File: src/sv/ssms_pkg.sv
package ssms_pkg;

	localparam int SAMPLE_W    = 24;
	localparam int MAX_SAMPLES = 64;
	localparam int COUNT_OUT_W = 7;

	// accumulator widths follow from the sample limit
	localparam int CNT_W  = $clog2(MAX_SAMPLES + 1);
	localparam int SUM_W  = SAMPLE_W + CNT_W;
	localparam int PROD_W = 2 * SAMPLE_W;
	localparam int SQ_W   = PROD_W - 1 + CNT_W;
	localparam int NUM_W  = SQ_W + CNT_W;
	localparam int DVS_W  = 2 * CNT_W;
	localparam int DIT_W  = $clog2(NUM_W);

	// variance never exceeds a quarter of the squared full range
	localparam int VAR_W  = 2 * SAMPLE_W;
	localparam int ROOT_W = VAR_W / 2;
	localparam int SIT_W  = $clog2(ROOT_W);

	localparam int QDEPTH = 2;
	localparam int QPTR_W = $clog2(QDEPTH);
	localparam int QLVL_W = $clog2(QDEPTH + 1);

	typedef struct packed {
		logic signed [SUM_W-1:0]    sum;
		logic [SQ_W-1:0]            sumsq;
		logic [CNT_W-1:0]           cnt;
		logic signed [SAMPLE_W-1:0] lo;
		logic signed [SAMPLE_W-1:0] hi;
		logic                       dropped;
	} stats_t;

	typedef enum logic [3:0] {
		B_IDLE,
		B_LOAD,
		B_MUL,
		B_SUB,
		B_DVS,
		B_DVW,
		B_DMS,
		B_DMW,
		B_SQRT,
		B_EMIT
	} back_state_t;

endpackage

File: src/sv/ssms_fifo.sv
module ssms_fifo (
	input  logic                        clk,
	input  logic                        arst_n,
	input  logic                        push,
	input  ssms_pkg::stats_t            push_data,
	input  logic                        pop,
	output logic                        not_empty,
	output logic [ssms_pkg::QLVL_W-1:0] level,
	output ssms_pkg::stats_t            pop_data
);
	import ssms_pkg::*;

	stats_t            slot_q [QDEPTH];
	logic [QPTR_W-1:0] wr_q;
	logic [QPTR_W-1:0] rd_q;
	logic [QLVL_W-1:0] lvl_q;
	logic              do_pop;

	assign do_pop    = pop && (lvl_q != '0);
	assign not_empty = (lvl_q != '0);
	assign level     = lvl_q;
	assign pop_data  = slot_q[rd_q];

	always_ff @(posedge clk) begin
		if (push) begin
			slot_q[wr_q] <= push_data;
		end
	end

	always_ff @(posedge clk or negedge arst_n) begin
		if (!arst_n) begin
			wr_q  <= '0;
			rd_q  <= '0;
			lvl_q <= '0;
		end else begin
			if (push) begin
				wr_q <= (wr_q == QPTR_W'(QDEPTH - 1)) ? '0 : wr_q + 1'b1;
			end
			if (do_pop) begin
				rd_q <= (rd_q == QPTR_W'(QDEPTH - 1)) ? '0 : rd_q + 1'b1;
			end
			unique case ({push, do_pop})
				2'b10:   lvl_q <= lvl_q + 1'b1;
				2'b01:   lvl_q <= lvl_q - 1'b1;
				default: lvl_q <= lvl_q;
			endcase
		end
	end

endmodule

File: config.mk
export PLATFORM = sky130hd
export DESIGN_NAME = ssms_fifo
export DESIGN_NICKNAME = d
export VERILOG_FILES = /design/src/sv/ssms_pkg.sv /design/src/sv/ssms_fifo.sv
export SDC_FILE = /design/constraint.sdc
export NUM_CORES = 1
export LEC_CHECK = 0
export BUFFER_PORTS_ARGS = -buffer_cell sky130_fd_sc_hd__clkbuf_2
export CORE_ASPECT_RATIO = 1.4
export CORE_MARGIN = 4
export CORE_UTILIZATION = 25
export CTS_CLUSTER_DIAMETER = 60
export CTS_CLUSTER_SIZE = 10
export DETAILED_ROUTE_END_ITERATION = 8
export GPL_TIMING_DRIVEN = 0
export HOLD_SLACK_MARGIN = 0.1
export SLEW_MARGIN = 20
export SYNTH_ARGS = -nofsm -noshare
export SYNTH_HDL_FRONTEND = slang
export SYNTH_SLANG_ARGS = --single-unit
export TNS_END_PERCENT = 1
File: constraint.sdc
create_clock -name clk -period 6.9 [get_ports clk]
set_clock_uncertainty 0.2 [all_clocks]
set_input_delay 2.07 -clock clk [delete_from_list [all_inputs] [get_ports clk]]
set_output_delay 2.07 -clock clk [all_outputs]
set_load 0.05 [all_outputs]
==> Yosys cells after proc, flatten, opt, wreduce, memory -nomap -nowiden <==
Memories as Yosys holds them, arrays and structs flattened.
Index checks and enable logic that the tools add are counted.
{ "totals": {"ff_bits": 4, "in_bits": 145, "n_memories": 1, "ram_bits": 282} }
{ "classes": {"n_addsub": 4, "n_eq_ne": 2, "n_reduce_logical": 3, "muxes": 5} }
{ "memory_table": {"columns": ["memory", "words", "word_bits", "rd", "rd_ports_with_merged_regs", "wr", "line_no", "source"], "rows": [
  ["slot_q", 2, 141, 1, 0, 1, "ssms_fifo.sv:13", "stats_t slot_q [QDEPTH];"]
]} }
{ "op_table": {"columns": ["cell", "n"], "rows": [
  ["1-bit 2-to-1 mux", 4],
  ["2-bit case mux with 2 select lines", 1],
  ["2-bit nonzero test", 2],
  ["1-bit adder, second input constant", 2],
  ["2-bit by 1-bit adder with 2-bit output, second input constant", 1],
  ["2-bit by 1-bit equality test with 1-bit output, second input constant", 1],
  ["2-bit equality test, second input constant", 1],
  ["2-bit by 1-bit subtractor with 2-bit output, second input constant", 1],
  ["1-bit logical AND", 1]
]} }

==> Longest topological paths before layout <==
{ "depth": {"word_depth": 4, "ltp_mapped": 6} }

==> Worst setup path before layout <==
Ideal clock, no wire load.
{ "synth_timing": {"path_kind": "input port to flip-flop", "start": "input port push", "end": "memory slot_q[0][0] (netlist name) (enable)", "arrival_time_ps": 8033, "setup_slack_ps": -1980, "required_time_ps": 6053, "path_stages": 2, "cell_sequence": "inv_1 nor2_1"} }
{ "synth_between": {"elab_chain_cells": 2} }
{ "synth_rtl": {"columns": ["element", "line_no", "source"], "rows": [
  ["start, declared", "ssms_fifo.sv:4", "input logic push,"],
  ["1-bit 2-to-1 mux", "ssms_fifo.sv:25", "if (push) begin"],
  ["1-bit 2-to-1 mux (implied by the code)", "ssms_fifo.sv:26", "slot_q[wr_q] <= push_data;"],
  ["end, declared", "ssms_fifo.sv:13", null]
]} }
Every way passes these cells.

==> results.sh <==
export IMPL_dp_cells=1299
export IMPL_postCtsHoldBufs=0
export IMPL_hold_slack_ns=0.3038
export IMPL_fin_crit_sh=0.6164
export IMPL_place_congestion=0.6797
export IMPL_vias=5397
export IMPL_core_area_um2=42200
export IMPL_hold_violations=0
export IMPL_start_util=0.2532
export IMPL_synth_area_leaders="edfxtp_1 (79%), mux2_4 (11%), mux2_2 (6.4%)"
export IMPL_die_w_um=182.7
export IMPL_maxCapViolations=0
export IMPL_maxSlewViolCount=0
export IMPL_cts_buffer_depth=3
export IMPL_cts_tree="yes"
export IMPL_utilization=0.3322
export IMPL_cts_made_buffers=35
export IMPL_path_clk_slew_ns=0.05
export IMPL_tightest_slew_ns=0.6306
export IMPL_power_per_cell_area_nw_per_um2=492.5
export IMPL_ant_nets=0
export IMPL_path_cells="buf_6 -> buf_6 -> buf_6 -> mux2_4 -> clkbuf_2"
export IMPL_min_period_ns=4.253
export IMPL_crit_path_frequent_cell="buf_6"
export IMPL_cts_root_buf="clkbuf_16"
export IMPL_drtIter0Drc=176
export IMPL_ir_drop_v=0.0002688
export IMPL_wl_met1_um=8050
export IMPL_crit_buf_inv=4
export IMPL_crit_path_end_kind="output pin"
export IMPL_max_stage_delay_ns=0.34
export IMPL_finalSetupViolCount=0
export IMPL_first_pass_iters=4
export IMPL_grt_pass1_wl_um=33800
export IMPL_place_area_um2=13040
export IMPL_cts_setup_buffers=0
export IMPL_die_h_um=252.6
export IMPL_grt_max_degree=42
export IMPL_fin_area_um2=14020
export IMPL_hpwl_um=16520
export IMPL_clk_latency_ns=0.50
export IMPL_drive_gt1_frac=0.6197
export IMPL_rows=89
export IMPL_synth_warnings=0
export IMPL_dr_wl_met2_um=12120
export IMPL_grt_pass1_vias=5819
export IMPL_timing_fmax_ghz=0.2351
export IMPL_synth_top_cell_area_share=0.7925
export IMPL_wl_met3_um=2124
export IMPL_netlist_instances=455
export IMPL_rsz0062_at_grt="no"
export IMPL_worst_path_max_delay_cell="dfrtp_1"
export IMPL_fill_cells=4061
export IMPL_slew_headroom=0.5796
export IMPL_path_delay_family="buffers and inverters"
export IMPL_area_growth_pct=31.23
export IMPL_leakagePower_nw=5.488
export IMPL_synth_cell_type_count=13
export IMPL_final_nets=936
export IMPL_io_pins=289
export IMPL_wl_um=23090
export IMPL_cp_max_fo=10
export IMPL_die_area_um2=46160
export IMPL_syn_area_per_cell_um2=23.48
export IMPL_ctsHtreeMaxLevel=2
export IMPL_worstSetupStartpointType="flip-flop"
export IMPL_required_ns=4.63
export IMPL_grt_ovfl_total=0
export IMPL_grtUsageTotal=0.09576
export IMPL_antenna_found_initial=3
export IMPL_power_total_w=0.006905
export IMPL_status="finished clean"
export IMPL_ys_ff_latch=286
export IMPL_remaining_drc_errors=0
export IMPL_yosysTopAreaCell="edfxtp_1"
export IMPL_ys_seq_area_frac=0.8019
export IMPL_syn_area_um2=10690
export IMPL_syn_nets=601
export IMPL_cts_sinks=286
export IMPL_crit_type="flip-flop to output pin"
export IMPL_cts_repair_resized=0
export IMPL_top_layer="met5"
export IMPL_min_path_type="flip-flop to flip-flop"
export IMPL_io_buffers=288
export IMPL_arrival_ns=1.98
export IMPL_final_cells=1349
export IMPL_wl_per_cell_um=17.11
export IMPL_routed_via_density=4.001
## registers in the layout (all words and copies together) (netlist names)
register / flops
level: 2
slot_q: 282
rd_q: 1
wr_q: 1
## path summary, 6_finish.rpt
check,start,end,slack (ns),cells past startpoint
max,rd_q,pop_data[96],2.65,5
min reg2reg,level[1],level[1],0.30,1
min in group asynchronous,arst_n,level[0],1.16,1
max in group asynchronous,arst_n,rd_q,5.21,1
min,level[1],level[1],0.30,1
max reg2reg,wr_q,slot_q[1][89],4.76,3
## cell usage after synthesis, drive strengths merged
cell type and instances:
and2 2, buf 16, dfrtp 4, edfxtp 282, ha 1, inv 1, mux2 141, nor2 2
or2 1, xnor2 2, xor2 3
## per-layer routing
| metal | track usage | vias up |
|---|---|---|
| li1 | - | 2483 |
| met1 | 0.09858 | 2648 |
| met2 | 0.1725 | 212 |
| met3 | 0.03758 | 52 |
| met4 | 0.04012 | 2 |
| met5 | 0 | - |
## layout by cell type, fill, tap and decap left out
master / Yosys / final
nor2_1: 2 / 1
clkbuf_16: 0 / 37
buf_16: 0 / 3
and2_1: 2 / 1
dfrtp_1: 4 / 4
clkinv_4: 0 / 1
clkinv_1: 0 / 1
nor2_4: 0 / 1
diode_2: 0 / 1
or2_2: 1 / 1
inv_1: 1 / 1
clkbuf_2: 0 / 288
clkbuf_1: 0 / 9
edfxtp_1: 282 / 282
buf_12: 0 / 7
buf_6: 10 / 10
xor2_1: 3 / 3
mux2_4: 80 / 80
clkinv_2: 0 / 1
ha_1: 1 / 1
buf_2: 6 / 6
and2_4: 0 / 1
mux2_2: 61 / 61
xnor2_1: 2 / 2
## metrics by stage
stage,TNS [ns],worst slack [ns]
3_3_place_gp,-512.85,-2.164
3_5_place_dp,0,2.976
4_1_cts,0,2.539
2_1_floorplan,0,0.4858
5_1_grt,0,2.498
6_report,0,2.647
## power by group
group	switching (W)	total, W	internal [W]
logic	0.00202	0.00292	0.000900
registers	0.0000746	0.00238	0.00230
clock network	0.000645	0.00161	0.000961
total	0.00274	0.00691	0.00416
## logic make-up (layout without fill, tap and decap cells)
group,Yosys count,after routing,share of synthesized area
fa+ha+maj,1,1,0.001171
buf+inv,17,364,0.01370
simple gates,5,5,0.002459
other cells,0,1,0
xor+xnor,5,5,0.004099
flops,286,286,0.8019
mux,141,141,0.1767
## area by class of cell
type / instances / area (µm²) / share of cell area
Sequential cell: 286 / 8568 / 0.6110
Multi-Input combinational cell: 152 / 1981 / 0.1413
Timing Repair Buffer: 298 / 1664 / 0.1187
Clock buffer: 46 / 959.7 / 0.06844
Tap cell: 546 / 683.2 / 0.04872
Buffer: 16 / 142.6 / 0.01017
Clock inverter: 3 / 17.52 / 0.001249
Inverter: 1 / 3.754 / 0.0002677
Antenna cell: 1 / 2.502 / 0.0001785
No activity file was read; power rests on OpenSTA's default activity.
