[src/sv/ssms_pkg.sv]
package ssms_pkg;

	localparam int SAMPLE_W    = 24;
	localparam int MAX_SAMPLES = 64;
	localparam int COUNT_OUT_W = 7;

	// accumulator widths follow from the sample limit
	localparam int CNT_W  = $clog2(MAX_SAMPLES + 1);
	localparam int SUM_W  = SAMPLE_W + CNT_W;
	localparam int PROD_W = 2 * SAMPLE_W;
	localparam int SQ_W   = PROD_W - 1 + CNT_W;
	localparam int NUM_W  = SQ_W + CNT_W;
	localparam int DVS_W  = 2 * CNT_W;
	localparam int DIT_W  = $clog2(NUM_W);

	// variance never exceeds a quarter of the squared full range
	localparam int VAR_W  = 2 * SAMPLE_W;
	localparam int ROOT_W = VAR_W / 2;
	localparam int SIT_W  = $clog2(ROOT_W);

	localparam int QDEPTH = 2;
	localparam int QPTR_W = $clog2(QDEPTH);
	localparam int QLVL_W = $clog2(QDEPTH + 1);

	typedef struct packed {
		logic signed [SUM_W-1:0]    sum;
		logic [SQ_W-1:0]            sumsq;
		logic [CNT_W-1:0]           cnt;
		logic signed [SAMPLE_W-1:0] lo;
		logic signed [SAMPLE_W-1:0] hi;
		logic                       dropped;
	} stats_t;

	typedef enum logic [3:0] {
		B_IDLE,
		B_LOAD,
		B_MUL,
		B_SUB,
		B_DVS,
		B_DVW,
		B_DMS,
		B_DMW,
		B_SQRT,
		B_EMIT
	} back_state_t;

endpackage

[src/sv/ssms_front.sv]
module ssms_front (
	input  logic                                 clk,
	input  logic                                 arst_n,
	input  logic                                 start,
	input  logic signed [ssms_pkg::SAMPLE_W-1:0] sample,
	input  logic                                 missing,
	input  logic                                 last,
	input  logic [ssms_pkg::QLVL_W-1:0]          level,
	output logic                                 busy,
	output logic                                 push,
	output ssms_pkg::stats_t                     push_data
);
	import ssms_pkg::*;

	logic                       v_s1;
	logic signed [SAMPLE_W-1:0] sample_s1;
	logic                       miss_s1;
	logic                       last_s1;
	logic [PROD_W-1:0]          sq_s1;

	logic [SAMPLE_W-1:0] mag;
	logic                accept;
	stats_t              acc_q;
	stats_t              acc_nxt;
	logic                first;
	logic [QLVL_W:0]     pending;

	assign accept = start && !busy;
	assign mag    = sample[SAMPLE_W-1] ? (~sample + 1'b1) : sample;

	// a set closing in the register stage still needs a queue slot
	assign pending = {1'b0, level} + (QLVL_W+1)'(v_s1 && last_s1);
	assign busy    = pending >= (QLVL_W+1)'(QDEPTH);

	always_ff @(posedge clk or negedge arst_n) begin
		if (!arst_n) begin
			v_s1 <= 1'b0;
		end else begin
			v_s1 <= accept;
		end
	end

	always_ff @(posedge clk) begin
		if (accept) begin
			sample_s1 <= sample;
			miss_s1   <= missing;
			last_s1   <= last;
			sq_s1     <= PROD_W'(mag) * PROD_W'(mag);
		end
	end

	assign first = (acc_q.cnt == '0);

	always_comb begin
		acc_nxt = acc_q;
		if (!miss_s1) begin
			if (acc_q.cnt >= CNT_W'(MAX_SAMPLES)) begin
				acc_nxt.dropped = 1'b1;
			end else begin
				acc_nxt.sum   = acc_q.sum + SUM_W'(sample_s1);
				acc_nxt.sumsq = acc_q.sumsq + SQ_W'(sq_s1);
				acc_nxt.cnt   = acc_q.cnt + 1'b1;
				if (first || sample_s1 < acc_q.lo) begin
					acc_nxt.lo = sample_s1;
				end
				if (first || sample_s1 > acc_q.hi) begin
					acc_nxt.hi = sample_s1;
				end
			end
		end
	end

	assign push      = v_s1 && last_s1;
	assign push_data = acc_nxt;

	always_ff @(posedge clk or negedge arst_n) begin
		if (!arst_n) begin
			acc_q <= '0;
		end else if (v_s1) begin
			// clear after handing the closed set to the back end
			acc_q <= last_s1 ? '0 : acc_nxt;
		end
	end

endmodule

[config.mk]
export PLATFORM = sky130hd
export DESIGN_NAME = ssms_front
export DESIGN_NICKNAME = d
export VERILOG_FILES = /design/src/sv/ssms_pkg.sv /design/src/sv/ssms_front.sv
export SDC_FILE = /design/constraint.sdc
export NUM_CORES = 2
export LEC_CHECK = 0
export ABC_AREA = 0
export BUFFER_PORTS_ARGS = -buffer_cell sky130_fd_sc_hd__buf_2
export CELL_PAD_IN_SITES_DETAIL_PLACEMENT = 0
export CELL_PAD_IN_SITES_GLOBAL_PLACEMENT = 1
export CORE_ASPECT_RATIO = 1.2
export CORE_MARGIN = 1
export CORE_UTILIZATION = 45
export CTS_BUF_LIST = sky130_fd_sc_hd__clkbuf_16
export CTS_CLUSTER_DIAMETER = 60
export DETAILED_ROUTE_END_ITERATION = 8
export PLACE_DENSITY = 0.77
export SYNTH_ARGS = -nofsm -noshare
export SYNTH_HDL_FRONTEND = slang
export SYNTH_SLANG_ARGS = --single-unit
[constraint.sdc]
create_clock -name clk -period 4.43 [get_ports clk]
set_clock_uncertainty 0.15 [all_clocks]
set_input_delay 0.886 -clock clk [delete_from_list [all_inputs] [get_ports clk]]
set_output_delay 0.886 -clock clk [all_outputs]
set_load 0.01 [all_outputs]
Yosys cells after proc, flatten, opt, wreduce, memory -nomap -nowiden
Index checks and enable logic that the tools add are counted.
{"block": "classes", "n_lt_le_gt_ge": 4, "n_eq_ne": 0, "shifts": 0, "n_reduce_logical": 6, "muxes": 7, "bitwise_logic": 1, "multipliers": 1, "div_mod_pow": 0, "add_sub_neg": 5}
{"operator": "$mux W141", "n": 2}
{"operator": "$mux W140", "n": 1}
{"operator": "$mux W24", "n": 3}
{"operator": "$add A54 B48 Y54", "n": 1}
{"operator": "$mul A24 B24 Y48", "n": 1}
{"operator": "$add A31 B24 Y31", "n": 1}
{"operator": "$add A24 B1 Y24 const B", "n": 1}
{"operator": "$gt A24 B24 Y1", "n": 1}
{"operator": "$lt A24 B24 Y1", "n": 1}
{"operator": "$not A24 Y24", "n": 1}
{"operator": "$add A7 B1 Y7 const B", "n": 1}
{"operator": "$ge A7 B7 Y1 const B", "n": 1}
{"operator": "$logic_not A7 Y1", "n": 1}
{"operator": "$add A2 B1 Y3", "n": 1}
{"operator": "$ge A3 B2 Y1 const B", "n": 1}
{"operator": "$logic_and A1 B1 Y1", "n": 2}
{"operator": "$logic_or A1 B1 Y1", "n": 2}
{"operator": "$logic_not A1 Y1", "n": 1}
{"operator": "$mux W1", "n": 1}
{"block": "word_totals", "out_inout_bits": 143, "latch_bits": 0, "regBits": 216, "rom_bits": 0, "ram_bits": 0, "memories": 0, "input_bits": 31, "elab_cells": 35}

Depth between registers and ports, before layout
{"block": "logic_depth", "word_depth": 6, "ltp_mapped": 36}

Worst setup path before layout
OpenSTA, ideal clock, no wires.
{"block": "synth_timing", "path_type": "input to register", "from": "input port sample[0] (netlist bit)", "to": "register sq_s1[45], data pin", "t_arrival_ns": 8.963, "required_ns": 4.020, "stages": 32, "n_path_buf": 3, "setup_slack_ns": -4.942, "cell_sequence": "buf_6 -> inv_6 -> clkbuf_1 -> ha_1 -> nand2_1 -> or4_4 -> or4_4 -> o21ai_0 -> xnor2_1 -> clkbuf_1 -> nand2_1 -> fa_1 -> inv_1 -> fa_1 -> fa_1 -> fa_1 -> inv_1 -> fa_1 -> fa_1 -> inv_1 -> fa_1 -> ha_1 -> a21o_1 -> a21o_1 -> a21boi_0 -> o21ai_0 -> a41oi_2 -> o21ba_2 -> o31ai_4 -> o211a_1 -> a21boi_0 -> xnor2_1"}
{"block": "synth_via", "elab_chain_cells": 4}
{"element": "start, declared", "line_no": "ssms_front.sv:5", "source": "input logic signed [ssms_pkg::SAMPLE_W-1:0] sample,"}
{"element": "$not A24 Y24", "line_no": "ssms_front.sv:29", "source": "assign mag = sample[SAMPLE_W-1] ? (~sample + 1'b1) : sample;"}
{"element": "$add A24 B1 Y24", "line_no": "ssms_front.sv:29"}
{"element": "$mux W24 *", "line_no": "ssms_front.sv:29"}
{"element": "$mul A24 B24 Y48 *", "line_no": "ssms_front.sv:48", "source": "sq_s1 <= PROD_W'(mag) * PROD_W'(mag);"}
{"element": "end signal, assigned", "line_no": "ssms_front.sv:48"}
{"element": "end, declared", "line_no": "ssms_front.sv:19", "source": "logic [PROD_W-1:0] sq_s1;"}
Mark *: on every way between the ends. The rest lies on a longest branch, timed or not.
A chain may end at the register's enable or synchronous reset.

Worst setup path after layout
{"block": "layout_timing", "from": "input port sample[9] (netlist bit)", "to": "register sq_s1[43], data pin"}
The elaborated chain is that of the path after synthesis.

==> results.sh <==
export IMPL_status="finished with violations"
export IMPL_violations="setup timing"
export IMPL_synth_area_per_cell_um2=9.194
export IMPL_worst_pin_slew_ns=1.004
export IMPL_period_share_pct=194.4
export IMPL_maxSlewViolCount=0
export IMPL_cpMostUsedCell="fa_1"
export IMPL_postLayoutCoreUtil_pct=61.16
export IMPL_fmax_ghz=0.1161
export IMPL_cp_start_kind="input port"
export IMPL_area_growth_pct=33.98
export IMPL_synth_top_area_cell="fa_1"
export IMPL_grt_remaining_overflow=0
export IMPL_postSynthCellCount=3405
export IMPL_die_y_um=290.9
export IMPL_grt_max_degree=118
export IMPL_reg2regPathDepth=23
export IMPL_fin_nets=4891
export IMPL_routed_wl_um=101700
export IMPL_dieArea_um2=70630
export IMPL_grt_pass1_wl_um=160300
export IMPL_postRouteAntennaNets=0
export IMPL_clockBufferDepth=3
export IMPL_cp_required_ns=4.57
export IMPL_portBuffers=173
export IMPL_synth_edf_count=72
export IMPL_slew_headroom_pct=33.05
export IMPL_cts_sinks=214
export IMPL_worst_setup_path_end_kind="register"
export IMPL_n_fill_cell=5856
export IMPL_place_congestion=0.9311
export IMPL_synth_compound_area_share_pct=15.58
export IMPL_finalCriticalPeriod_ns=8.613
export IMPL_syn_area_um2=31310
export IMPL_die_w_um=242.8
export IMPL_drc_errors=0
export IMPL_path_clk_slew_ns=0.07
export IMPL_ys_types=99
export IMPL_initial_core_util_pct=45.65
export IMPL_grt_pass1_vias=29230
export IMPL_vias=27390
export IMPL_ys_ff_latch=214
export IMPL_netlist_area_leader_share_pct=27.11
export IMPL_synthAdderAreaFrac_pct=38.98
export IMPL_cts_root_buf="clkbuf_16"
export IMPL_cts_tree="built"
export IMPL_synth_warnings=0
export IMPL_synth_top_family_by_area="adder cells"
export IMPL_io_pins=174
export IMPL_synthXorXnorAreaFrac_pct=4.252
export IMPL_ys_seq_area_share_pct=18.26
export IMPL_rows=105
export IMPL_cts_max_level=1
export IMPL_synth_area_mux_share_pct=1.982
export IMPL_yosys_area_share_simple_pct=11.21
export IMPL_core_area_um2=68580
export IMPL_antenna_found_initial=1
export IMPL_cpPeakStageDelay_ns=0.59
export IMPL_hp_class="in2async"
export IMPL_cp_arrival_ns=8.76
export IMPL_cts_made_buffers=23
export IMPL_setup_viol=95
export IMPL_drt_pass1_iterations=5
export IMPL_grt_usage_pct=29.00
export IMPL_path_class="in2reg"
export IMPL_crit_slowest_cell="or4_4"
export IMPL_synth_top_flop_cell="dfrtp_1"
export IMPL_wire_per_inst_um=20.07
export IMPL_timing_final_ws_setup_ns=-4.183
export IMPL_drt_iter0_markers=1483
export IMPL_hold_violations=0
export IMPL_synth_area_top_cells="fa_1 27%, ha_1 12%, dfrtp_1 11%, inv_1 7.7%, edfxtp_1 6.9%"
export IMPL_clock_latency_ns=0.55
export IMPL_synthArstFlopShare_pct=66.36
export IMPL_critPathMaxFanout=8
export IMPL_viasPerCell=5.402
export IMPL_final_layout_size_suffix_gt1_share_pct=32.27
export IMPL_rsz0062_at_grt="yes"
export IMPL_hpwl_um=79670
export IMPL_holdBufCountCts=0
export IMPL_max_cap_violations=0
==> final cells by class <==
| type | count | area (µm²) | share of cell area (%) |
|---|---|---|---|
| antenna | 4 | 10.01 | 0.02386 |
| clock buffer | 23 | 575.6 | 1.372 |
| clock inverter | 19 | 196.4 | 0.4683 |
| inverter | 652 | 2469 | 5.886 |
| multi-input combinational | 2415 | 25100 | 59.84 |
| sequential | 214 | 5715 | 13.63 |
| tap | 909 | 1137 | 2.712 |
| timing repair buffer | 833 | 6741 | 16.07 |
==> worst max-delay path: cells and delay by family <==
| family | cells | cell delay [ns] |
|---|---|---|
| adder cells (fa/ha/maj) | 8 | 3.56 |
| AND/OR/NAND/NOR | 4 | 1.52 |
| AO/OA/AOI/OAI | 8 | 1.49 |
| buffers and inverters | 8 | 0.87 |
| XOR/XNOR | 2 | 0.42 |
==> metrics by stage <==
stage | hold slack (ns) | setup slack (ns) | setup TNS, ns | instances | instance area, µm²
floorplan | 0.3223 | -4.520 | -152.24 | 3420 | 31700
global placement | 0.3434 | -4.896 | -169.73 | 4862 | 37010
detailed placement | 0.3522 | -4.959 | -171.56 | 4862 | 37010
CTS | 0.2339 | -4.113 | -145.70 | 5037 | 40850
global route | 0.2471 | -4.388 | -163.64 | 5066 | 41940
finish | 0.1962 | -4.183 | -148.20 | 5069 | 41940
==> final timing paths <==
check	start	endpoint	slack [ns]
hold / removal	arst_n	acc_q[40]	0.20
setup reg to reg	sq_s1[2]	acc_q[103]	0.17
setup / recovery	sample[9]	sq_s1[43]	-4.18
hold reg to reg	acc_q[136]	acc_q[136]	0.37
max in group asynchronous	arst_n	acc_q[134]	3.04
min in group clk	last	last_s1	0.37
==> metal layers <==
layer,vias up,share of wire [%],GRT usage (%)
met2,808,50,51.32
met1,13620,40,35.83
met5,-,0,0
met3,261,4.6,2.019
met4,0,5.8,13.78
li1,12700,-,-
==> registers in the layout, summed over array words and instances, names as in the netlist <==
register / cells
v_s1: 1
sample_s1: 24
sq_s1: 46
miss_s1: 1
last_s1: 1
acc_q: 141
==> cells in the mapped netlist (10+ instances only) <==
library cell  instances
buf_2                25
a22o_1               93
edfxtp_1             72
clkbuf_1            103
nor3_1               28
xnor2_1              89
and3_1               14
xor2_1               53
o221ai_1             13
a211oi_1             15
mux2_2               48
and2_1               16
o21a_1               22
inv_1               642
a31oi_1              15
nand4_1              39
ha_1                297
a21oi_1             125
o2bb2ai_1            16
nand2b_1             14
nand2_1             345
o21ai_1              10
a21o_1               94
dfrtp_1             142
nand3_1              39
o21ai_0             128
a22oi_1              13
fa_1                424
nor2b_1              16
o21bai_1             21
o31ai_1              33
a21boi_0             11
nor2_1              211
==> timing repair <==
action                                  in CTS  in global routing
setup buffers                              133                 45
hold endpoints to repair                     0                  0
cloned                                       8                  0
resized for setup                          451                213
endpoints found under the setup margin     142                142
pin swaps                                  210                161
==> kinds of logic (layout without fill, tap and decap cells) <==
logic type               after synthesis  after routing
AO/OA/AOI/OAI                        697            697
XOR/XNOR                             146            146
adder cells (fa/ha/maj)              721            721
buffers and inverters                791           1527
flip-flops                           214            214
multiplexers                          56             56
other                                  2             21
AND/OR/NAND/NOR                      778            778
==> cells in the final DEF, fill, tap and decap left out, types with 43 or more instances in the layout <==
master      n
xor2_1     43
buf_2     127
edfxtp_1   72
buf_6     129
inv_1     606
o21ai_0    66
a21o_1     94
nand2_1   312
fa_1      409
a21oi_1    93
a22o_1     93
nor2_1    175
ha_1      245
buf_4     552
xnor2_1    63
ha_4       43
dfrtp_1   142
Power is left out: the tool's default activity adds up to more than one toggle a clock period on the data nets, which glitch-free logic cannot reach.
