==> src/sv/ssms_pkg.sv <==
package ssms_pkg;

	localparam int SAMPLE_W    = 24;
	localparam int MAX_SAMPLES = 64;
	localparam int COUNT_OUT_W = 7;

	// accumulator widths follow from the sample limit
	localparam int CNT_W  = $clog2(MAX_SAMPLES + 1);
	localparam int SUM_W  = SAMPLE_W + CNT_W;
	localparam int PROD_W = 2 * SAMPLE_W;
	localparam int SQ_W   = PROD_W - 1 + CNT_W;
	localparam int NUM_W  = SQ_W + CNT_W;
	localparam int DVS_W  = 2 * CNT_W;
	localparam int DIT_W  = $clog2(NUM_W);

	// variance never exceeds a quarter of the squared full range
	localparam int VAR_W  = 2 * SAMPLE_W;
	localparam int ROOT_W = VAR_W / 2;
	localparam int SIT_W  = $clog2(ROOT_W);

	localparam int QDEPTH = 2;
	localparam int QPTR_W = $clog2(QDEPTH);
	localparam int QLVL_W = $clog2(QDEPTH + 1);

	typedef struct packed {
		logic signed [SUM_W-1:0]    sum;
		logic [SQ_W-1:0]            sumsq;
		logic [CNT_W-1:0]           cnt;
		logic signed [SAMPLE_W-1:0] lo;
		logic signed [SAMPLE_W-1:0] hi;
		logic                       dropped;
	} stats_t;

	typedef enum logic [3:0] {
		B_IDLE,
		B_LOAD,
		B_MUL,
		B_SUB,
		B_DVS,
		B_DVW,
		B_DMS,
		B_DMW,
		B_SQRT,
		B_EMIT
	} back_state_t;

endpackage

==> src/sv/ssms_div.sv <==
module ssms_div (
	input  logic                       clk,
	input  logic                       arst_n,
	input  logic                       start,
	input  logic [ssms_pkg::NUM_W-1:0] dividend,
	input  logic [ssms_pkg::DVS_W-1:0] divisor,
	output logic                       done,
	output logic [ssms_pkg::NUM_W-1:0] quotient
);
	import ssms_pkg::*;

	logic             run_q;
	logic             done_q;
	logic [DIT_W-1:0] it_q;
	logic [DVS_W-1:0] dvs_q;
	logic [DVS_W-1:0] rem_q;
	logic [NUM_W-1:0] quo_q;
	logic [DVS_W:0]   rem_sh;
	logic             ge;

	// restoring division, one quotient bit per cycle
	assign rem_sh = {rem_q, quo_q[NUM_W-1]};
	assign ge     = rem_sh >= {1'b0, dvs_q};

	always_ff @(posedge clk or negedge arst_n) begin
		if (!arst_n) begin
			run_q  <= 1'b0;
			done_q <= 1'b0;
			it_q   <= '0;
		end else begin
			done_q <= 1'b0;
			if (start) begin
				run_q <= 1'b1;
				it_q  <= '0;
			end else if (run_q) begin
				it_q <= it_q + 1'b1;
				if (it_q == DIT_W'(NUM_W - 1)) begin
					run_q  <= 1'b0;
					done_q <= 1'b1;
				end
			end
		end
	end

	always_ff @(posedge clk) begin
		if (start) begin
			dvs_q <= divisor;
			rem_q <= '0;
			quo_q <= dividend;
		end else if (run_q) begin
			rem_q <= ge ? DVS_W'(rem_sh - {1'b0, dvs_q}) : rem_sh[DVS_W-1:0];
			quo_q <= {quo_q[NUM_W-2:0], ge};
		end
	end

	assign done     = done_q;
	assign quotient = quo_q;

endmodule

==> src/sv/ssms_back.sv <==
module ssms_back (
	input  logic                                  clk,
	input  logic                                  arst_n,
	input  logic                                  not_empty,
	input  ssms_pkg::stats_t                      pop_data,
	output logic                                  pop,
	output logic                                  done,
	output logic signed [ssms_pkg::SAMPLE_W-1:0]  mean,
	output logic [ssms_pkg::ROOT_W-1:0]           std_dev,
	output logic [ssms_pkg::SAMPLE_W-1:0]         spread,
	output logic [ssms_pkg::COUNT_OUT_W-1:0]      valid_count,
	output logic                                  empty_res,
	output logic                                  overflowed
);
	import ssms_pkg::*;

	back_state_t state_q;
	back_state_t state_nxt;

	stats_t              ent_q;
	logic [SAMPLE_W-1:0] spread_q;
	logic [SUM_W-1:0]    sum_mag_q;
	logic                sum_neg_q;
	logic [NUM_W-1:0]    prod_a_q;
	logic [NUM_W-1:0]    prod_b_q;
	logic [DVS_W-1:0]    nn_q;
	logic [NUM_W-1:0]    num_q;
	logic [SAMPLE_W-1:0] mean_q;

	logic [VAR_W-1:0]    rad_q;
	logic [ROOT_W+1:0]   srem_q;
	logic [ROOT_W-1:0]   root_q;
	logic [SIT_W-1:0]    sit_q;
	logic [ROOT_W+1:0]   srem_n;
	logic [ROOT_W+1:0]   trial;
	logic                sq_ge;

	logic             div_start;
	logic             div_mean;
	logic [NUM_W-1:0] div_dividend;
	logic [DVS_W-1:0] div_divisor;
	logic             div_done;
	logic [NUM_W-1:0] div_quo;

	assign div_dividend = div_mean ? NUM_W'(sum_mag_q) : num_q;
	assign div_divisor  = div_mean ? DVS_W'(ent_q.cnt) : nn_q;

	ssms_div u_div (
		.clk      (clk),
		.arst_n   (arst_n),
		.start    (div_start),
		.dividend (div_dividend),
		.divisor  (div_divisor),
		.done     (div_done),
		.quotient (div_quo)
	);

	// next state
	always_comb begin
		state_nxt = state_q;
		unique case (state_q)
			B_IDLE: if (not_empty) state_nxt = B_LOAD;
			B_LOAD: state_nxt = (ent_q.cnt == '0) ? B_EMIT : B_MUL;
			B_MUL:  state_nxt = B_SUB;
			B_SUB:  state_nxt = B_DVS;
			B_DVS:  state_nxt = B_DVW;
			B_DVW:  if (div_done) state_nxt = B_DMS;
			B_DMS:  state_nxt = B_DMW;
			B_DMW:  if (div_done) state_nxt = B_SQRT;
			B_SQRT: if (sit_q == SIT_W'(ROOT_W - 1)) state_nxt = B_EMIT;
			B_EMIT: state_nxt = B_IDLE;
			default: state_nxt = B_IDLE;
		endcase
	end

	// outputs
	always_comb begin
		pop       = 1'b0;
		div_start = 1'b0;
		div_mean  = 1'b0;
		done      = 1'b0;
		unique case (state_q)
			B_IDLE: pop = not_empty;
			B_DVS:  div_start = 1'b1;
			B_DMS: begin
				div_start = 1'b1;
				div_mean  = 1'b1;
			end
			B_EMIT: done = 1'b1;
			default: ;
		endcase
	end

	always_ff @(posedge clk or negedge arst_n) begin
		if (!arst_n) begin
			state_q <= B_IDLE;
		end else begin
			state_q <= state_nxt;
		end
	end

	// floor square root, two radicand bits per step
	assign srem_n = {srem_q[ROOT_W-1:0], rad_q[VAR_W-1 -: 2]};
	assign trial  = {root_q, 2'b01};
	assign sq_ge  = srem_n >= trial;

	always_ff @(posedge clk) begin
		unique case (state_q)
			B_IDLE: begin
				if (not_empty) begin
					ent_q <= pop_data;
				end
			end
			B_LOAD: begin
				spread_q  <= ent_q.hi - ent_q.lo;
				sum_neg_q <= ent_q.sum[SUM_W-1];
				sum_mag_q <= ent_q.sum[SUM_W-1] ? (~ent_q.sum + 1'b1) : ent_q.sum;
				mean_q    <= '0;
				root_q    <= '0;
			end
			B_MUL: begin
				prod_a_q <= NUM_W'(ent_q.cnt) * NUM_W'(ent_q.sumsq);
				prod_b_q <= NUM_W'(sum_mag_q) * NUM_W'(sum_mag_q);
				nn_q     <= DVS_W'(ent_q.cnt) * DVS_W'(ent_q.cnt);
			end
			B_SUB: begin
				num_q <= prod_a_q - prod_b_q;
			end
			B_DVW: begin
				if (div_done) begin
					rad_q  <= div_quo[VAR_W-1:0];
					srem_q <= '0;
					root_q <= '0;
					sit_q  <= '0;
				end
			end
			B_DMW: begin
				if (div_done) begin
					mean_q <= sum_neg_q ? (~div_quo[SAMPLE_W-1:0] + 1'b1)
					                    : div_quo[SAMPLE_W-1:0];
				end
			end
			B_SQRT: begin
				srem_q <= sq_ge ? (srem_n - trial) : srem_n;
				root_q <= {root_q[ROOT_W-2:0], sq_ge};
				rad_q  <= {rad_q[VAR_W-3:0], 2'b00};
				sit_q  <= sit_q + 1'b1;
			end
			default: ;
		endcase
	end

	assign mean        = mean_q;
	assign std_dev     = root_q;
	assign spread      = spread_q;
	assign valid_count = COUNT_OUT_W'(ent_q.cnt);
	assign empty_res   = (ent_q.cnt == '0);
	assign overflowed  = ent_q.dropped;

endmodule

==> config.mk <==
export PLATFORM = sky130hd
export DESIGN_NAME = ssms_back
export DESIGN_NICKNAME = d
export VERILOG_FILES = /design/src/sv/ssms_pkg.sv /design/src/sv/ssms_div.sv /design/src/sv/ssms_back.sv
export SDC_FILE = /design/constraint.sdc
export NUM_CORES = 2
export LEC_CHECK = 0
export BUFFER_PORTS_ARGS = -buffer_cell sky130_fd_sc_hd__buf_4
export CAP_MARGIN = 20
export CORE_MARGIN = 2
export CORE_UTILIZATION = 65
export DETAILED_ROUTE_END_ITERATION = 16
export PLACE_DENSITY = 0.88
export SYNTH_ARGS = -nofsm -noshare
export SYNTH_HDL_FRONTEND = slang
export SYNTH_SLANG_ARGS = --single-unit
==> constraint.sdc <==
create_clock -name clk -period 21.4 [get_ports clk]
set_input_delay 1.07 -clock clk [delete_from_list [all_inputs] [get_ports clk]]
set_output_delay 1.07 -clock clk [all_outputs]
set_load 0.01 [all_outputs]
-- Word-level counts from Yosys, hierarchy flattened
Cells that the tools add are included.
- add/subtract/negate cells: 8
- multiply operators: 3
- magnitude comparators: 2
- equality and inequality tests: 15
- muxes and demuxes: 36
- bitwise gates (word level): 2
- reduce and logical (&&, ||, !) cells: 12
- operator list (kind ; number):
    $mux 61 ; 3
    $mux 24 ; 5
    $pmux 24 s2 ; 2
    $pmux 48 s2 ; 1
    $pmux 24 s3 ; 1
    $mul 31x31->61 ; 1
    $mul 7x54->61 ; 1
    $sub 61x61->61 ; 1
    $mux 48 ; 1
    $sub 24x24->24 ; 2
    $pmux 4 s9 ; 1
    $add 31x1->31 const B ; 1
    $not 31->31 ; 1
    $mux 30 ; 1
    $ge 26x26->1 ; 1
    $add 24x1->24 const B ; 1
    $not 24->24 ; 1
    $mux 4 ; 5
    $eq 4x3->1 const B ; 4
    $ge 15x14->1 ; 1
    $mul 7x7->14 ; 1
    $mux 14 ; 1
    $sub 14x14->14 ; 1
    $mux 6 ; 2
    20 further kinds ; 38
- register bits after elaboration: 620
- bits of input ports: 144
- output and inout bits: 83
- logic and storage cells: 105

-- Depth between registers and ports, before layout
- depth in word-level cells: 5
- depth in mapped cells: 33
- mapped depth without buffers: 30

-- Hierarchy
From an unflattened synthesis, not the netlist that was laid out.
- cell total of the unflattened synthesis: 6815
- area total of the unflattened synthesis: 69125.0 um^2
- modules (own cells, without submodules) (module ; instances ; cells an instance ; area an instance (um^2) ; sequential area each (um^2)):
    ssms_back ; 1 ; 6431 ; 64240.4 ; 15625.0
    ssms_div ; 1 ; 384 ; 4884.7 ; 2732.6

-- Worst setup path before layout
Ideal clock, no wire load.
- path kind: register -> output
- from: reg state_q[1]
- to: out pop
- arrival: 15.572 ns
- required time: 20.330 ns
- path slack: 4.758 ns
- cell stages (with the launch flop): 4
- buffers on the path: 2
- cells stage by stage: dfrtp_1 -> clkbuf_1 -> clkbuf_1 -> nor4b_1
- cells in the longest elaborated chain, start to end: 2
- ends and longest elaborated chain (what ; line ; text):
    from (decl) ; ssms_back.sv:17 ; back_state_t state_q;
    from (signal assigned) ; ssms_back.sv:98 ; state_q <= state_nxt;
    $logic_not 4->1 ; ssms_back.sv:82 ; unique case (state_q)
    $mux 1 ; ssms_back.sv:82 ;
    to (decl) ; ssms_back.sv:6 ; output logic pop,
No other way between the ends.

-- Final worst setup path
- from: reg sum_mag_q[6]
- to: reg prod_b_q[55] (data pin)
- cells in the longest elaborated chain, start to end: 1
- ends and longest elaborated chain (what ; line ; text):
    from (decl) ; ssms_back.sv:22 ; logic [SUM_W-1:0] sum_mag_q;
    from (signal assigned) ; ssms_back.sv:117 ; sum_mag_q <= ent_q.sum[SUM_W-1] ? (~ent_q.sum + 1'b1) : ent_q.sum;
    $mul 31x31->61 ; ssms_back.sv:123 ; prod_b_q <= NUM_W'(sum_mag_q) * NUM_W'(sum_mag_q);
    to (signal assigned) ; ssms_back.sv:123 ;
    to (decl) ; ssms_back.sv:25 ; logic [NUM_W-1:0] prod_b_q;
No other way between the ends.
A chain may end at the register's enable or synchronous reset.

==> results.md <==
- Status: finished clean
- Synth warn: 0
- Worst EP required: 21.78 ns
- Die area: 0.1084 mm^2
- Worst skew pair latency: 0.64 ns
- Fin nets: 8605
- FF+latch count, synth: 618
- Area grow syn2layout: 7.558%
- Clk pin slew, worst setup/hold paths: 0.07 ns
- CTS sink count: 618
- Postcts setup bufs: 0
- Tightest Hold Check Type: primary input to async pin
- Area contributors post-synth: fa_1, edfxtp_1, ha_1, inv_1, nand2_1
- Asr flop ratio synth: 0.01942
- Final TNS setup: 0 ns
- Fin cells: 8389
- Skew final: 0.02599 ns
- Gate power share: 0.094
- Max transition margin: 0.2542
- Final period utilization: 0.4002
- Nature of the critical path endpoint: flop
- Post-CTS sizing: 0
- Via density: 5.924
- Final worst slack: 12.84 ns
- Max Root-Sink Buffers: 3
- Final HPWL DP: 124.7 mm
- Net Sw Frac: 0.2455
- Seq/Total Area, Yosys: 0.2670
- Worst setup path class: flop to flop
- Pre-Repair DR Iteration Count: 9
- Max-slew violation count: 0
- Dpl ws: 12.96 ns
- Number of DRC violations after detailed routing: 0
- Post-synth EDFFs: 592
- First-pass GRT wire length: 268.4 mm
- Largest net degree at the start of global routing: 135
- Gr usage total: 0.3129
- ANT nets after route: 0
- Setup violators final: 0
- RSZ-0062 raised after global routing: false
- Worst hold margin: 0.2559 ns
- CP Max Fanout: 27
- Initial antenna violation count: 3
- Syn Inst Count: 6859
- Seq pwr share: 0.496
- Post-CTS Hold Fix Bufs: 0
- Reg2Reg Setup Slack: 12.84 ns
- IO Port Bufs: 226
- Core ar.: 0.1051 mm^2
- Share of the synthesized area in the top cell type: 0.2981
- Int Pwr: 0.002230 W
- Clock share of power: 0.410
- Layout cell share with drive strength beyond 1: 0.06332
- Distinct cells, synth: 89
- Wirelength per Cell: 19.63 um
- CTS tree: yes
- Top FF cell, synth: edfxtp_1
- Final WL: 164.7 mm
- Htree depth: 3
- Leading area contributor after synthesis: fa_1
- Die X: 329.3 um
- Avg Cell Area, Syn: 10.03 um^2
- Placed insts: 8261
- I/O Pins: 227
- Crit path time final: 8.565 ns
- Synthesized area: 0.06876 mm^2
- Fmax: 116.8 MHz
- Starting DRT DRC Count: 4227
- Crit path DAT: 8.95 ns
- Hold Vio Cnt, Final: 0
- Setup crit start kind: flop
- Die height: 329.3 um
- Power Total: 0.002956 W
- Maximum vdd ir drop: 0.00007164 V
- Psw: 0.0007257 W
- Syn Nets: 8521
- Vias: 49700
- GP Congestion: 0.9513
- Num rows: 119
- Number of max-cap violations: 0
- Total grt overflow: 0
- Vias in the first global route: 52860
- Initial Utilization: 0.6542
- CTS root buffer: clkbuf_16
- CTS buffer count: 69
- Pwr/cell area: 39.97 mW/mm^2
- Leakage power: 34.97 nW
- Worst-margin pin slew: 1.119 ns
cells in the final DEF, fill, tap and decap left out, types with 10 or more instances in the layout:
master     count
nand2_1      950
nor2b_1       41
nor2_1       253
o21a_1        24
nand3_1       58
ha_1         494
and3_1        23
a31oi_1       30
o211ai_1      13
nand2b_1      41
dfxtp_1       14
a21oi_1      313
clkinv_1      11
o21ai_1       72
clkbuf_16     73
o31ai_1       17
o21bai_1      59
or3_1         23
inv_1       1298
dfrtp_1       11
a21o_1       121
and2_1       283
buf_4        280
xor2_1       124
nor3_1        40
o41ai_1       15
fa_1        1024
nor4_1        10
nand3b_1      31
mux2i_1       69
o21ai_0      108
edfxtp_1     592
a211oi_1      26
nand4_1       53
xnor2_1      196
or2_2         10
cells by family after synthesis:
| group | share of synthesized area |
|---|---|
| AO/OA/AOI/OAI | 0.08101 |
| XOR/XNOR | 0.04076 |
| adder cells (fa/ha/maj) | 0.3880 |
| buffers and inverters | 0.08639 |
| flip-flops | 0.2670 |
| multiplexers | 0.01135 |
| AND/OR/NAND/NOR | 0.1255 |
sequential cells by signal, summed over array words and instances, names as in the netlist, 24 cells and up:
register	count
ent_q	133
num_q	61
prod_a_q	61
u_div.quotient	61
prod_b_q	60
rad_q	48
sum_mag_q	31
mean	24
spread	24
srem_q	24
std_dev	24
final timing paths:
kind / endpoint / startpoint / cells after the start
worst min register to register: rad_q[24] / rad_q[22] / 2
min in group clk: rad_q[24] / rad_q[22] / 2
max in group asynchronous: state_q[1] / arst_n / 1
worst max register to register: prod_b_q[55] / sum_mag_q[6] / 25
worst max-delay path: prod_b_q[55] / sum_mag_q[6] / 25
worst min-delay path: u_div.it_q[1] / arst_n / 1
through the flow:
stage          cell area [um^2]    util
2_1_floorplan             68760       -
3_3_place_gp              71650  0.6816
3_5_place_dp              71650  0.6816
4_1_cts                   73930  0.7033
5_1_grt                   73960  0.7035
6_report                  73960  0.7036
routing by layer:
| layer | vias up | wire, um | GRT usage |
|---|---|---|---|
| met5 | - | 21 | 0 |
| met3 | 577 | 12760 | 0.04799 |
| li1 | 22070 | - | - |
| met2 | 2364 | 83970 | 0.5528 |
| met1 | 24680 | 60030 | 0.3824 |
| met4 | 4 | 7916 | 0.1343 |
cells in the mapped netlist (9+ instances only):
cell	count
nor2_1	257
xor2_1	124
edfxtp_1	592
dfxtp_1	14
and2_1	283
o21a_1	24
o41ai_1	15
dfrtp_1	12
a21o_1	121
nor3_1	41
ha_1	494
nand2_1	950
or4_1	9
mux2i_1	69
and3_1	23
inv_1	1299
a31oi_1	31
or3_1	24
fa_1	1024
a21oi_1	313
nand4_1	53
a211oi_1	26
o21ai_1	72
o21ai_0	108
o211ai_1	13
nor4_1	10
nand3_1	58
clkbuf_1	252
nand3b_1	31
o21bai_1	59
nand2b_1	41
xnor2_1	196
nor2b_1	41
o31ai_1	17
or2_2	10
critical path, cell delays in order, from the launching register on:
cell and delay, ns:
edfxtp_1 0.32, buf_4 0.37, inv_1 0.39, nor2_1 0.36, fa_1 0.47, fa_1 0.46
fa_1 0.57, inv_1 0.06, fa_1 0.48, inv_1 0.05, fa_1 0.50, fa_1 0.46
fa_1 0.53, fa_1 0.42, ha_1 0.39, a21o_1 0.22, a211oi_1 0.33, o21ai_1 0.17
nand3_1 0.11, o31a_1 0.27, nand2_2 0.11, a2111oi_4 0.44, a21oi_2 0.16, a311o_1 0.42
a21boi_2 0.15, xnor2_1 0.07
power by group through the flow:
| stage | registers (W) | logic [W] | clock network [W] |
|---|---|---|---|
| 2_1_floorplan | 0.00146 | 0.000205 | 0 |
| 3_3_place_gp | 0.00148 | 0.000256 | 0 |
| 3_5_place_dp | 0.00149 | 0.000274 | 0 |
| 4_1_cts | 0.00146 | 0.000278 | 0.00123 |
| 5_1_grt | 0.00147 | 0.000311 | 0.00127 |
| 6_report | 0.00147 | 0.000279 | 0.00121 |
cell type report:
class	instances	area, um^2
clock buffer	84	1888
tap	1391	1740
sequential	618	18360
timing repair buffer	283	2152
antenna	2	5.005
clock inverter	40	391.6
fill	7184	31160
multi-input combinational	4667	44530
inverter	1304	4896
Power figures use the tool's default switching activity.
